### src/brms_pkg.sv
// shared types and constants of the bitonic run merge sorter
// no dependencies
`timescale 1ns / 1ps

package brms_pkg;

	localparam int MAX_KEYS = 4096;
	localparam int KEY_W    = 32;
	localparam int ADDR_W   = $clog2(MAX_KEYS);
	localparam int CNT_W    = ADDR_W + 1;
	localparam int SPAN_W   = ADDR_W + 2;

	localparam logic CMD_LOAD = 1'b0;
	localparam logic CMD_READ = 1'b1;

	typedef struct packed {
		logic             command;
		logic [KEY_W-1:0] key;
	} req_t;

	typedef struct packed {
		logic [KEY_W-1:0] sorted_key;
		logic             last;
		logic             empty_res;
		logic             overflow;
	} rsp_t;

	typedef struct packed {
		logic              load_wr;
		logic [ADDR_W-1:0] load_addr;
		logic [KEY_W-1:0]  load_key;
		logic              sort_init;
		logic              prime;
		logic              merge;
		logic              fetch;
		logic [ADDR_W-1:0] fetch_addr;
		logic [CNT_W-1:0]  n;
	} dp_cmd_t;

	typedef struct packed {
		logic             run_last;
		logic             sort_done;
		logic [KEY_W-1:0] rd_key;
	} dp_sts_t;

endpackage

### src/brms_controller.sv
// controller: batch bookkeeping, sort sequencing and response register
// depends on brms_pkg
`timescale 1ns / 1ps

module brms_controller (
	input  logic              clk,
	input  logic              arst_n,
	input  logic              req_valid,
	output logic              req_ready,
	input  brms_pkg::req_t    req,
	output logic              rsp_valid,
	input  logic              rsp_ready,
	output brms_pkg::rsp_t    rsp,
	output brms_pkg::dp_cmd_t cmd,
	input  brms_pkg::dp_sts_t sts
);
	import brms_pkg::*;

	localparam logic [2:0] ST_IDLE  = 3'd0;
	localparam logic [2:0] ST_PRIME = 3'd1;
	localparam logic [2:0] ST_MERGE = 3'd2;
	localparam logic [2:0] ST_FETCH = 3'd3;
	localparam logic [2:0] ST_OUT   = 3'd4;

	logic [2:0]       state_q;
	logic [CNT_W-1:0] count_q, rp_q;
	logic             sorted_q, dropped_q, rsp_valid_q;
	rsp_t             rsp_q;
	logic             acc, is_load, full, is_last;

	always_comb begin
		req_ready = (state_q == ST_IDLE) && ((req.command == CMD_LOAD) || !rsp_valid_q);
		acc       = req_valid && req_ready;
		is_load   = (req.command == CMD_LOAD);
		full      = (count_q == CNT_W'(MAX_KEYS));
		is_last   = ((rp_q + CNT_W'(1)) == count_q);

		cmd            = '0;
		cmd.n          = count_q;
		cmd.load_key   = req.key;
		cmd.load_addr  = sorted_q ? '0 : count_q[ADDR_W-1:0];
		cmd.load_wr    = acc && is_load && (sorted_q || !full);
		cmd.sort_init  = acc && !is_load && (count_q != '0) && !sorted_q;
		cmd.prime      = (state_q == ST_PRIME);
		cmd.merge      = (state_q == ST_MERGE);
		cmd.fetch      = (state_q == ST_FETCH);
		cmd.fetch_addr = rp_q[ADDR_W-1:0];
	end

	always_ff @(posedge clk or negedge arst_n) begin
		if (!arst_n) begin
			state_q     <= ST_IDLE;
			count_q     <= '0;
			rp_q        <= '0;
			sorted_q    <= 1'b0;
			dropped_q   <= 1'b0;
			rsp_valid_q <= 1'b0;
		end else begin
			if (rsp_valid_q && rsp_ready) begin
				rsp_valid_q <= 1'b0;
			end
			case (state_q)
				ST_IDLE: begin
					if (acc && is_load) begin
						if (sorted_q) begin
							count_q   <= CNT_W'(1);
							rp_q      <= '0;
							sorted_q  <= 1'b0;
							dropped_q <= 1'b0;
						end else if (full) begin
							dropped_q <= 1'b1;
						end else begin
							count_q <= count_q + CNT_W'(1);
						end
					end else if (acc) begin
						if (count_q == '0) begin
							rsp_valid_q <= 1'b1;
							dropped_q   <= 1'b0;
						end else if (!sorted_q) begin
							sorted_q <= 1'b1;
							rp_q     <= '0;
							state_q  <= (count_q == CNT_W'(1)) ? ST_FETCH : ST_PRIME;
						end else begin
							state_q <= ST_FETCH;
						end
					end
				end
				ST_PRIME: begin
					state_q <= ST_MERGE;
				end
				ST_MERGE: begin
					if (sts.run_last) begin
						state_q <= sts.sort_done ? ST_FETCH : ST_PRIME;
					end
				end
				ST_FETCH: begin
					state_q <= ST_OUT;
				end
				ST_OUT: begin
					rsp_valid_q <= 1'b1;
					state_q     <= ST_IDLE;
					if (is_last) begin
						count_q   <= '0;
						rp_q      <= '0;
						sorted_q  <= 1'b0;
						dropped_q <= 1'b0;
					end else begin
						rp_q <= rp_q + CNT_W'(1);
					end
				end
				default: begin
					state_q <= ST_IDLE;
				end
			endcase
		end
	end

	always_ff @(posedge clk) begin
		if ((state_q == ST_IDLE) && acc && !is_load && (count_q == '0)) begin
			rsp_q.sorted_key <= '0;
			rsp_q.last       <= 1'b0;
			rsp_q.empty_res  <= 1'b1;
			rsp_q.overflow   <= dropped_q;
		end else if (state_q == ST_OUT) begin
			rsp_q.sorted_key <= sts.rd_key;
			rsp_q.last       <= is_last;
			rsp_q.empty_res  <= 1'b0;
			rsp_q.overflow   <= dropped_q;
		end
	end

	assign rsp_valid = rsp_valid_q;
	assign rsp       = rsp_q;

endmodule

### config.mk
export PLATFORM = sky130hd
export DESIGN_NAME = brms_controller
export DESIGN_NICKNAME = d
export VERILOG_FILES = /design/src/brms_pkg.sv /design/src/brms_controller.sv
export SDC_FILE = /design/constraint.sdc
export NUM_CORES = 1
export LEC_CHECK = 0
export ABC_CLOCK_PERIOD_IN_PS = 6110
export BUFFER_PORTS_ARGS = -buffer_cell sky130_fd_sc_hd__buf_4
export CORE_UTILIZATION = 51
export CTS_CLUSTER_DIAMETER = 30
export CTS_CLUSTER_SIZE = 25
export DETAILED_ROUTE_END_ITERATION = 10
export PLACE_DENSITY = 0.92
export SLEW_MARGIN = 20
export SYNTH_ARGS = -nofsm -noshare
export SYNTH_HDL_FRONTEND = slang
export SYNTH_SLANG_ARGS = --single-unit
### constraint.sdc
create_clock -name clk -period 6.11 [get_ports clk]
set_clock_uncertainty 0.15 [all_clocks]
set_input_delay 0.3055 -clock clk [delete_from_list [all_inputs] [get_ports clk]]
set_output_delay 0.3055 -clock clk [all_outputs]
set_load 0.005 [all_outputs]
After elaboration in Yosys (flattened, before gate mapping):

Index checks and enable logic that the tools add are counted.

* register bits: 67
* bits of input ports: 71
* output and inout bits: 111
* logic and storage cells: 98

* $add $sub $neg: 2
* eq/ne operators: 20
* muxes and demuxes: 39
* bitwise gates (word level): 1
* reductions and logical operators: 26

Operators by type and width (count)
* $mux W13: 10
* $pmux W13 S2: 2
* $add A13 B1 Y13 const B: 2
* $mux W1: 15
* $eq A13 B1 Y1 const B: 1
* $eq A13 B13 Y1: 1
* $eq A13 B13 Y1 const B: 1
* $logic_not A13 Y1: 1
* $reduce_bool A13 Y1: 1
* $mux W12: 1
* $mux W3: 4
* $pmux W3 S4: 1
* $reduce_and A4 Y1: 3
* $logic_and A1 B1 Y1: 11
* $reduce_and A5 Y1: 2
* $ne A3 B3 Y1 const B: 3
* $ne A2 B2 Y1 const B: 4
* $eq A3 B2 Y1 const B: 2
* $mux W2: 3
* $ne A3 B2 Y1 const B: 2
* $pmux W1 S2: 3
* $ne A2 B1 Y1 const B: 2
* $ne A4 B4 Y1 const B: 1
* $reduce_bool A2 Y1: 2
* other kinds (7): 10

Depth between registers and ports, before layout:

Gate-level depths: netlist of run 1.

* word-level depth: 8
* mapped depth: 10
* depth with buffers taken out: 8

Worst setup path before layout of run 1:

No wires, ideal clock.

* path kind: register to register
* from: register rp_q[0]
* to: register rp_q[8]
* setup time: 121 ps
* arrival: 2400 ps
* data required time: 5839 ps
* setup slack: 3439 ps
* stages on the path, launching flop included: 11
* period minus slack after synthesis: 2671 ps
* cells stage by stage: dfrtp_1 ha_1 and2_1 buf_2 o21a_1 o31a_1 nor4_4 a31oi_4 buf_6 a21o_1 a22o_1

* word-level cells in the longest chain between the ends: 4

Ends and longest elaborated chain
* start: declaration: RTL line brms_controller.sv:26 `logic [CNT_W-1:0] count_q, rp_q;`
* start signal: assignment: RTL line brms_controller.sv:108 `rp_q <= rp_q + CNT_W'(1);`
* $add A13 B1 Y13 *: RTL line brms_controller.sv:36, brms_controller.sv:108
* $eq A13 B13 Y1: RTL line brms_controller.sv:36 `is_last = ((rp_q + CNT_W'(1)) == count_q);`
* $mux W13 *: RTL line brms_controller.sv:102 `if (is_last) begin`
* $pmux W13 S2 *: RTL line brms_controller.sv:62 `case (state_q)`

Mark *: on every way between the ends. The rest lies on a longest branch, timed or not.
A chain may end at the register's enable or synchronous reset.

Worst setup path in the final report of run 1:

* from: register rp_q[0]
* to: register count_q[1]

* word-level cells in the longest chain between the ends: 4

Ends and longest elaborated chain
* $add A13 B1 Y13: RTL line brms_controller.sv:36
* $eq A13 B13 Y1: RTL line brms_controller.sv:36
* $ne A2 B2 Y1 (no source line)
* $reduce_and A4 Y1 (no source line)
* end signal: assignment: RTL line brms_controller.sv:73 `count_q <= count_q + CNT_W'(1);`
* end: declaration: RTL line brms_controller.sv:26

No other way between the ends.

==> results of run 1 <==
timing repair:
action,CTS,global route
setup buffers,0,0
hold buffers,1,0
hold endpoints to repair,32,0
flip-flops by register name, summed over array words and instances (netlist names):
register,cells
dropped_q,1
rsp_valid,1
sorted_q,1
count_q,13
state_q,3
rsp,35
rp_q,13
per-stage QoR:
stage               hold slack [ns]  instance area [µm²]  std cells  setup slack (ns)  total power [mW]
floorplan                    -0.140                 3880        477              3.44              1.10
finish                       0.0472                 4650        634              2.91              1.80
global route                 0.0385                 4650        634              2.77              1.93
detailed placement            0.124                 4420        617              2.96              1.40
CTS                          0.0357                 4650        634              2.95              1.81
global placement              0.117                 4420        617              3.10              1.36
report_power, final:
group	switching [mW]	internal (mW)	total, mW
sequential	0.124	0.559	0.683
clock	0.181	0.225	0.406
combinational	0.362	0.352	0.714
total	0.667	1.14	1.80
area by class of cell:
cell class              count  area, µm²  area share
clock buffers              11        163      0.0349
clock inverters             5       56.3      0.0121
inverters                  11       41.3     0.00887
multi-input cells         321       1860       0.399
flip-flops and latches     67       1510       0.325
well taps                  99        124      0.0266
repair buffers            120        903       0.194
how the worst min path moves through the flow:
stage	to	cells after the start
2_1_floorplan	count_q[0]	0
3_3_place_gp	count_q[5]	1
3_5_place_dp	count_q[5]	1
4_1_cts	rsp[30]	3
5_1_grt	rsp[17]	3
6_report	rsp[29]	3
layout by cell type (no fill, tap or decap), drive strengths merged, types with 4 or more instances in the layout:
cell | synthesis | final
a21o | 6 | 6
nor2b | 13 | 13
nor4 | 8 | 8
inv | 11 | 13
a21oi | 46 | 46
xor2 | 7 | 7
nor3 | 5 | 5
nand4 | 5 | 5
nor2 | 30 | 30
ha | 4 | 4
buf | 49 | 119
dfrtp | 32 | 32
nand2 | 87 | 87
o21ai | 15 | 15
o31ai | 11 | 11
nand3 | 13 | 13
and3 | 7 | 7
dfxtp | 34 | 34
xnor2 | 10 | 10
a22o | 7 | 7
clkbuf | 29 | 11
synthesized netlist by cell type (all sizes together), types with 6 or more instances:
cell,number,area share
nand2,87,0.084
buf,49,0.095
a21oi,46,0.059
dfxtp,34,0.18
dfrtp,32,0.21
nor2,30,0.029
clkbuf,29,0.028
o21ai,15,0.019
nand3,13,0.017
nor2b,13,0.021
inv,11,0.011
o31ai,11,0.021
xnor2,10,0.023
nor4,8,0.018
a22o,7,0.016
and3,7,0.011
xor2,7,0.016
a21o,6,0.012
kinds of logic after synthesis:
kind of cell	Yosys count	synth area share
adder cells (fa/ha/maj)	4	0.0129
buffers and inverters	89	0.134
AND/OR/NAND/NOR	191	0.240
flip-flops	67	0.390
multiplexers	3	0.00839
AO/OA/AOI/OAI	106	0.177
XOR/XNOR	17	0.0384
layer usage:
| layer | part of all wire | vias to the layer above |
|---|---|---|
| met5 | 0 | - |
| met4 | 0.012 | 0 |
| met3 | 0.10 | 17 |
| met2 | 0.50 | 176 |
| met1 | 0.39 | 1690 |
| li1 | - | 1693 |
critical path, stage by stage (launching register included):
cell,delay (ns)
dfrtp_1,0.46
ha_1,0.29
and2_1,0.24
o21a_1,0.22
o31a_1,0.31
nor4_4,0.39
a31oi_4,0.41
or2_1,0.39
a22o_1,0.24
==> flow_summary.yaml, run 1 <==
status:
  status: "complete, no violations"
worst_setup_path:
  r2r_start: "rp_q[0]"
  required_ns: 6.20
  worst-endpoint-arrival_ns: 3.29
  worstPathMaxFanout: 32
  crit_path_start_kind: "register"
  cp-endpoint: "count_q[1]"
  critPathLaunch: "rp_q[0]"
  critPathKind: "reg2reg"
  ff2ff_setup_slack_ns: 2.91
  r2r_end: "count_q[1]"
  r2r_cells: 8
  end_kind: "register"
cts:
  clock_latency_ns: 0.35
  clkSinkCount: 67
  h-tree-depth: 3
  root_buffer: "clkbuf_8"
  clk_pin_slew_ns: 0.08
  cts_resized: 0
  clock_path_buffers: 2
  cts_tree: "built"
  cts_buffers: 9
final_layout:
  fin_util: 0.638
  drive_gt1_frac: 0.277
  area_delta_synth_final_pct: 20.0
  nFillCells: 641
  nNetsFinal: 605
  antenna_cells: 0
route:
  wirelength_mm: 9.88
  vias: 3576
  wire_per_inst_um: 15.6
  drt_iter0_drc: 251
  drc: 0
  viasPerCell: 5.64
  drtAntennaViolNets: 0
  firstDrtPassIters: 5
grt:
  grt_max_degree: 36
  busiest_layer: "met2"
  met3_usage: 0.0896
  grt_pass1_wl_mm: 15.5
  grt_pass1_vias: 3331
  grt_use_met1: 0.301
  overflow: 0
  antenna_found_initial: 0
  grt_use_total: 0.255
  groute.layer.met2.usage: 0.433
logic_synthesis:
  synth_nets: 552
  synth-main-ff-cell: "dfxtp_1"
  synth-seq-cells: 67
  syn-cell-area_um2: 3880
  synth_cell_types: 59
  syn_avg_cell_area_um2: 8.13
  yosysSeqAreaShare: 0.390
  async_flop_share: 0.478
  synth_edf_count: 1
  ys_warn_count: 0
  syn_inst: 477
floorplanning:
  initial_core_util: 0.532
  pin_count: 182
  fp.dieH_um: 89.2
  rows: 31
  die_area_um2: 7960
  die_w_um: 89.2
  core_um2: 7290
sta:
  period_needed_ns: 3.20
  max_slew.worst_pin.slew_ns: 0.916
  rsz0062_at_grt: "no"
  timing.fmax_mhz: 313
  period_share: 0.523
  slew_headroom: 0.387
  setup_violations: 0
  finalHoldViolCount: 0
  tns_ns: 0
  maxSlewViolCount: 0
hold_path:
  min_from: "sts[26]"
  hp-class: "in2reg"
job:
  drv_cap: 0
power:
  p_leak_nw: 2.14
  cellPowerDensity_nw_per_um2: 387
  worst_ir_drop_vdd_v: 0.000245
place:
  place_hpwl_mm: 7.10
  place.gp.congestion: 0.966
  port_buffers: 117
(Power assumes the default switching activity.)
==> run 2: changes to the inputs <==
- ABC_CLOCK_PERIOD_IN_PS: 6110 -> 3200
- CORE_UTILIZATION: 51 -> 47
- PLACE_DENSITY: 0.92 -> 0.86
- clock period: 6.11 -> 3.2 ns (I/O delays scaled with it)
==> flow_summary.yaml, run 2 (same netlist as run 1, synthesis figures left out) <==
cts:
  cts_buffers: 9
  clk_pin_slew_ns: 0.08
  clkSinkCount: 67
  cts_setup_buffers: 0
  clock_latency_ns: 0.35
  root_buffer: "clkbuf_8"
  clock_path_buffers: 2
  cts_tree: "built"
  cts_resized: 0
  h-tree-depth: 3
final_layout:
  layout_commonest_cell: "buf_4"
  nNetsFinal: 648
  area_delta_synth_final_pct: 30.3
  drive_gt1_frac: 0.268
  layout_common_cells: "buf_4 (128), nand2_1 (87), a21oi_1 (46)"
  antenna_cells: 0
  largest_reg_flops: 35
  nFillCells: 628
route:
  viasPerCell: 5.56
  wirelength_mm: 10.7
  drt_iter0_drc: 316
  drc: 0
  vias: 3782
  wire_per_inst_um: 15.7
  firstDrtPassIters: 5
  drtAntennaViolNets: 0
floorplanning:
  rows: 32
  initial_core_util: 0.494
  pin_count: 182
  core_um2: 7850
  die_area_um2: 8620
  fp.dieH_um: 92.8
  die_w_um: 92.8
sta:
  max_slew.worst_pin.slew_ns: 0.658
  timing.hold.ws_ns: 0.0334
  period_share: 0.922
  timing.fmax_mhz: 339
  setup_violations: 0
  slew_headroom: 0.560
  rsz0062_at_grt: "no"
  finalHoldViolCount: 0
  tns_ns: 0
  period_needed_ns: 2.95
  maxSlewViolCount: 0
worst_setup_path:
  required_ns: 3.27
  slowest_delay_ns: 0.46
  critPathLaunch: "rp_q[0]"
  r2r_start: "rp_q[0]"
  worstPathMaxFanout: 14
  critPathKind: "reg2reg"
  end_kind: "register"
  worst-endpoint-arrival_ns: 3.02
  crit_path_start_kind: "register"
  crit_chain: "ha_1 -> and2_1 -> a211oi_1 -> o31a_1 -> nor4_4 -> a31oi_4 -> buf_4 -> o31ai_1 -> o21ai_0"
  slowest_stage: "dfrtp_1"
place:
  port_buffers: 117
  place_hpwl_mm: 7.03
  place.gp.congestion: 0.875
power:
  p_sw_frac: 0.371
  worst_ir_drop_vdd_v: 0.000441
  p_leak_nw: 2.33
  seqPwrFrac: 0.366
  internal_power_mw: 2.19
  combPwrFrac: 0.423
  cellPowerDensity_nw_per_um2: 688
  p_sw_mw: 1.29
  clkPwrFrac: 0.211
grt:
  grt_pass1_vias: 3678
  grt_max_degree: 36
  grt_use_total: 0.252
  overflow: 0
  grt_pass1_wl_mm: 17.1
  antenna_found_initial: 0
status:
  status: "complete, no violations"
hold_path:
  hp-class: "in2reg"
  min_from: "sts[32]"
job:
  drv_cap: 0
## run 2: cell types whose count changed in the layout (fill, tap and decap cells not counted), sizes merged
cell and change:
bufinv -1, inv -1, dlygate4sd3 +34, buf +9, clkbuf +2
## run 2: power by group through the flow
stage | combinational, mW | sequential [mW] | clock (mW)
after detailed placement | 1.42 | 1.28 | 0
after global routing | 1.62 | 1.30 | 0.776
after global placement | 1.37 | 1.27 | 0
after CTS | 1.46 | 1.26 | 0.737
final | 1.47 | 1.27 | 0.732
after floorplan | 0.871 | 1.22 | 0
## run 2: final timing paths
check                           depth (start not counted)    endpoint  slack [ns]
worst max-delay path                                    9  count_q[7]        0.25
worst min-delay path                                    5  state_q[1]        0.03
worst max register to register                          9  count_q[7]        0.25
worst min register to register                          2     rsp[27]        0.31
max in group asynchronous                               2  count_q[1]        2.45
min in group asynchronous                               2  count_q[5]        0.14
## run 2: per-stage QoR
stage                     utilization  power (mW)  cell area (µm²)  cells  worst slack, ns
after floorplan                     -        2.09             3880    477            0.529
after global placement          0.573        2.63             4500    629            0.340
after detailed placement        0.573        2.69             4500    629            0.267
after CTS                       0.644        3.46             5050    680            0.260
after global routing            0.644        3.70             5050    680           0.0145
final                           0.644        3.48             5050    680            0.250
## run 2: cell type report
cell class	count	area, µm²	area share
multi-input cells	321	1850	0.367
well taps	102	128	0.0253
repair buffers	163	1310	0.259
flip-flops and latches	67	1510	0.299
inverters	11	41.3	0.00817
clock inverters	3	16.3	0.00322
clock buffers	13	191	0.0379
## run 2: routing by layer
layer / global-route usage / share of wire / up-vias
li1: - / - / 1781
met1: 0.298 / 0.41 / 1785
met2: 0.423 / 0.49 / 183
met3: 0.0624 / 0.075 / 33
met4: 0.128 / 0.028 / 0
met5: 0 / 0 / -
## run 2: repair_timing
item                       CTS  global route
setup endpoints to repair    0             0
hold endpoints to repair    67             0
hold buffers                35             0
## run 2: worst max-delay path, delay by kind of cell (launching register included)
| kind | cells | cell delay, ns |
|---|---|---|
| AOI/OAI and AO/OA | 5 | 1.06 |
| DFF | 1 | 0.46 |
| adders and majority gates | 1 | 0.28 |
| buffers and inverters | 1 | 0.24 |
| and+or+nand+nor | 2 | 0.64 |
==> run 3: changes to the inputs <==
- BUFFER_PORTS_ARGS: -buffer_cell sky130_fd_sc_hd__buf_4 -> default
- CORE_UTILIZATION: 47 -> 64
- DONT_BUFFER_PORTS: default -> 1
- PLACE_DENSITY: 0.86 -> 0.85
==> flow_summary.yaml, run 3 (same netlist as run 1, synthesis figures left out) <==
cts:
  h-tree-depth: 3
  cts_buffers: 9
  cts_setup_buffers: 0
  root_buffer: "clkbuf_8"
  cts_tree: "built"
  clock_path_buffers: 2
  clk_pin_slew_ns: 0.07
  clock_latency_ns: 0.34
  clkSinkCount: 67
floorplanning:
  pin_count: 182
  rows: 27
  fp.dieH_um: 79.8
  initial_core_util: 0.683
  die_area_um2: 6370
  core_um2: 5680
  die_w_um: 79.8
final_layout:
  layout_commonest_cell: "nand2_1"
  nNetsFinal: 535
  nFillCells: 426
  multi_input_area_um2: 1870
  largest_reg_flops: 35
  antenna_cells: 0
  area_delta_synth_final_pct: 7.84
  layout_common_cells: "nand2_1 (87), a21oi_1 (46), dlygate4sd3_1 (36)"
  seq_area_um2: 1510
  stdcell_area_um2: 4180
  drive_gt1_frac: 0.0903
grt:
  grt_pass1_wl_mm: 15.9
  overflow: 0
  grt_use_total: 0.328
  antenna_found_initial: 0
  grt_pass1_vias: 3341
  grt_max_degree: 36
worst_setup_path:
  critPathLaunch: "rp_q[1]"
  worstPathMaxFanout: 12
  required_ns: 3.28
  critPathKind: "reg2reg"
  r2r_start: "rp_q[1]"
  end_kind: "register"
  ff2ff_setup_slack_ns: 0.19
  worst-endpoint-arrival_ns: 3.09
  crit_path_start_kind: "register"
sta:
  tns_ns: 0
  maxSlewViolCount: 0
  period_needed_ns: 3.01
  finalHoldViolCount: 0
  rsz0062_at_grt: "no"
  max_slew.worst_pin.slew_ns: 0.670
  setup_violations: 0
  timing.fmax_mhz: 332
  slew_headroom: 0.552
  period_share: 0.941
place:
  port_buffers: 0
  place.gp.congestion: 0.943
  placed_area_um2: 3590
  place_hpwl_mm: 6.29
status:
  status: "complete, no violations"
job:
  drv_cap: 0
power:
  p_sw_frac: 0.397
  clkPwrFrac: 0.233
  combPwrFrac: 0.330
  p_sw_mw: 1.23
  worst_ir_drop_vdd_v: 0.000455
  cellPowerDensity_nw_per_um2: 743
  p_leak_nw: 1.74
  seqPwrFrac: 0.437
  internal_power_mw: 1.87
route:
  wirelength_mm: 10.1
  wire_per_inst_um: 18.8
  viasPerCell: 6.33
  vias: 3400
  drtAntennaViolNets: 0
  drc: 0
  drt_iter0_drc: 399
  firstDrtPassIters: 5
hold_path:
  min_from: "req_valid"
  hp-class: "in2reg"
[run 3: path summary, 6_finish.rpt]
check,to,cells after the start
setup / recovery,count_q[1],8
hold / removal,state_q[0],4
setup reg to reg,count_q[1],8
hold reg to reg,rsp[14],2
max in group asynchronous,rp_q[12],2
min in group asynchronous,count_q[6],2
[run 3: final cells by class]
class,count,share of cell area
inverters,11,0.00987
flip-flops and latches,67,0.361
repair buffers,49,0.113
well taps,72,0.0215
multi-input cells,322,0.446
clock buffers,10,0.0329
clock inverters,6,0.0153
[run 3: metal layers]
metal / GRT usage / wire, µm / up-vias
li1: - / - / 1558
met1: 0.365 / 3800 / 1606
met2: 0.574 / 5070 / 204
met3: 0.0869 / 992 / 32
met4: 0.163 / 228 / 0
met5: 0 / 0 / -
[run 3: worst max-delay path: stages, from the launching register on]
cell and delay, ns:
dfrtp_1 0.46, ha_1 0.26, and2_1 0.34, a211oi_1 0.14
o31a_1 0.34, nor4_4 0.42, a31oi_4 0.25, or2_1 0.30
a22o_1 0.24
[run 3: stage by stage]
stage                     setup WS [ns]  instances   util  hold WS (ns)  power (mW)
final                             0.190        537  0.737        0.0651        3.11
after global routing            0.00420        537  0.737         0.127        3.30
after global placement            0.319        483  0.632        -0.285        2.25
after CTS                         0.195        536  0.735        0.0449        3.07
after floorplan                   0.529        477      -        -0.286        2.09
after detailed placement          0.219        483  0.632        -0.285        2.30
[run 3: power by group through the flow]
stage	combinational (mW)	sequential (mW)	clock (mW)
5_1_grt	1.14	1.39	0.766
4_1_cts	0.989	1.35	0.733
2_1_floorplan	0.871	1.22	0
6_report	1.03	1.36	0.723
3_3_place_gp	0.893	1.35	0
3_5_place_dp	0.932	1.36	0
[run 3: repair_timing]
action,CTS,global route
hold endpoints to repair,67,0
endpoints found under the setup margin,0,3
resized for setup,0,0
hold buffers,37,0
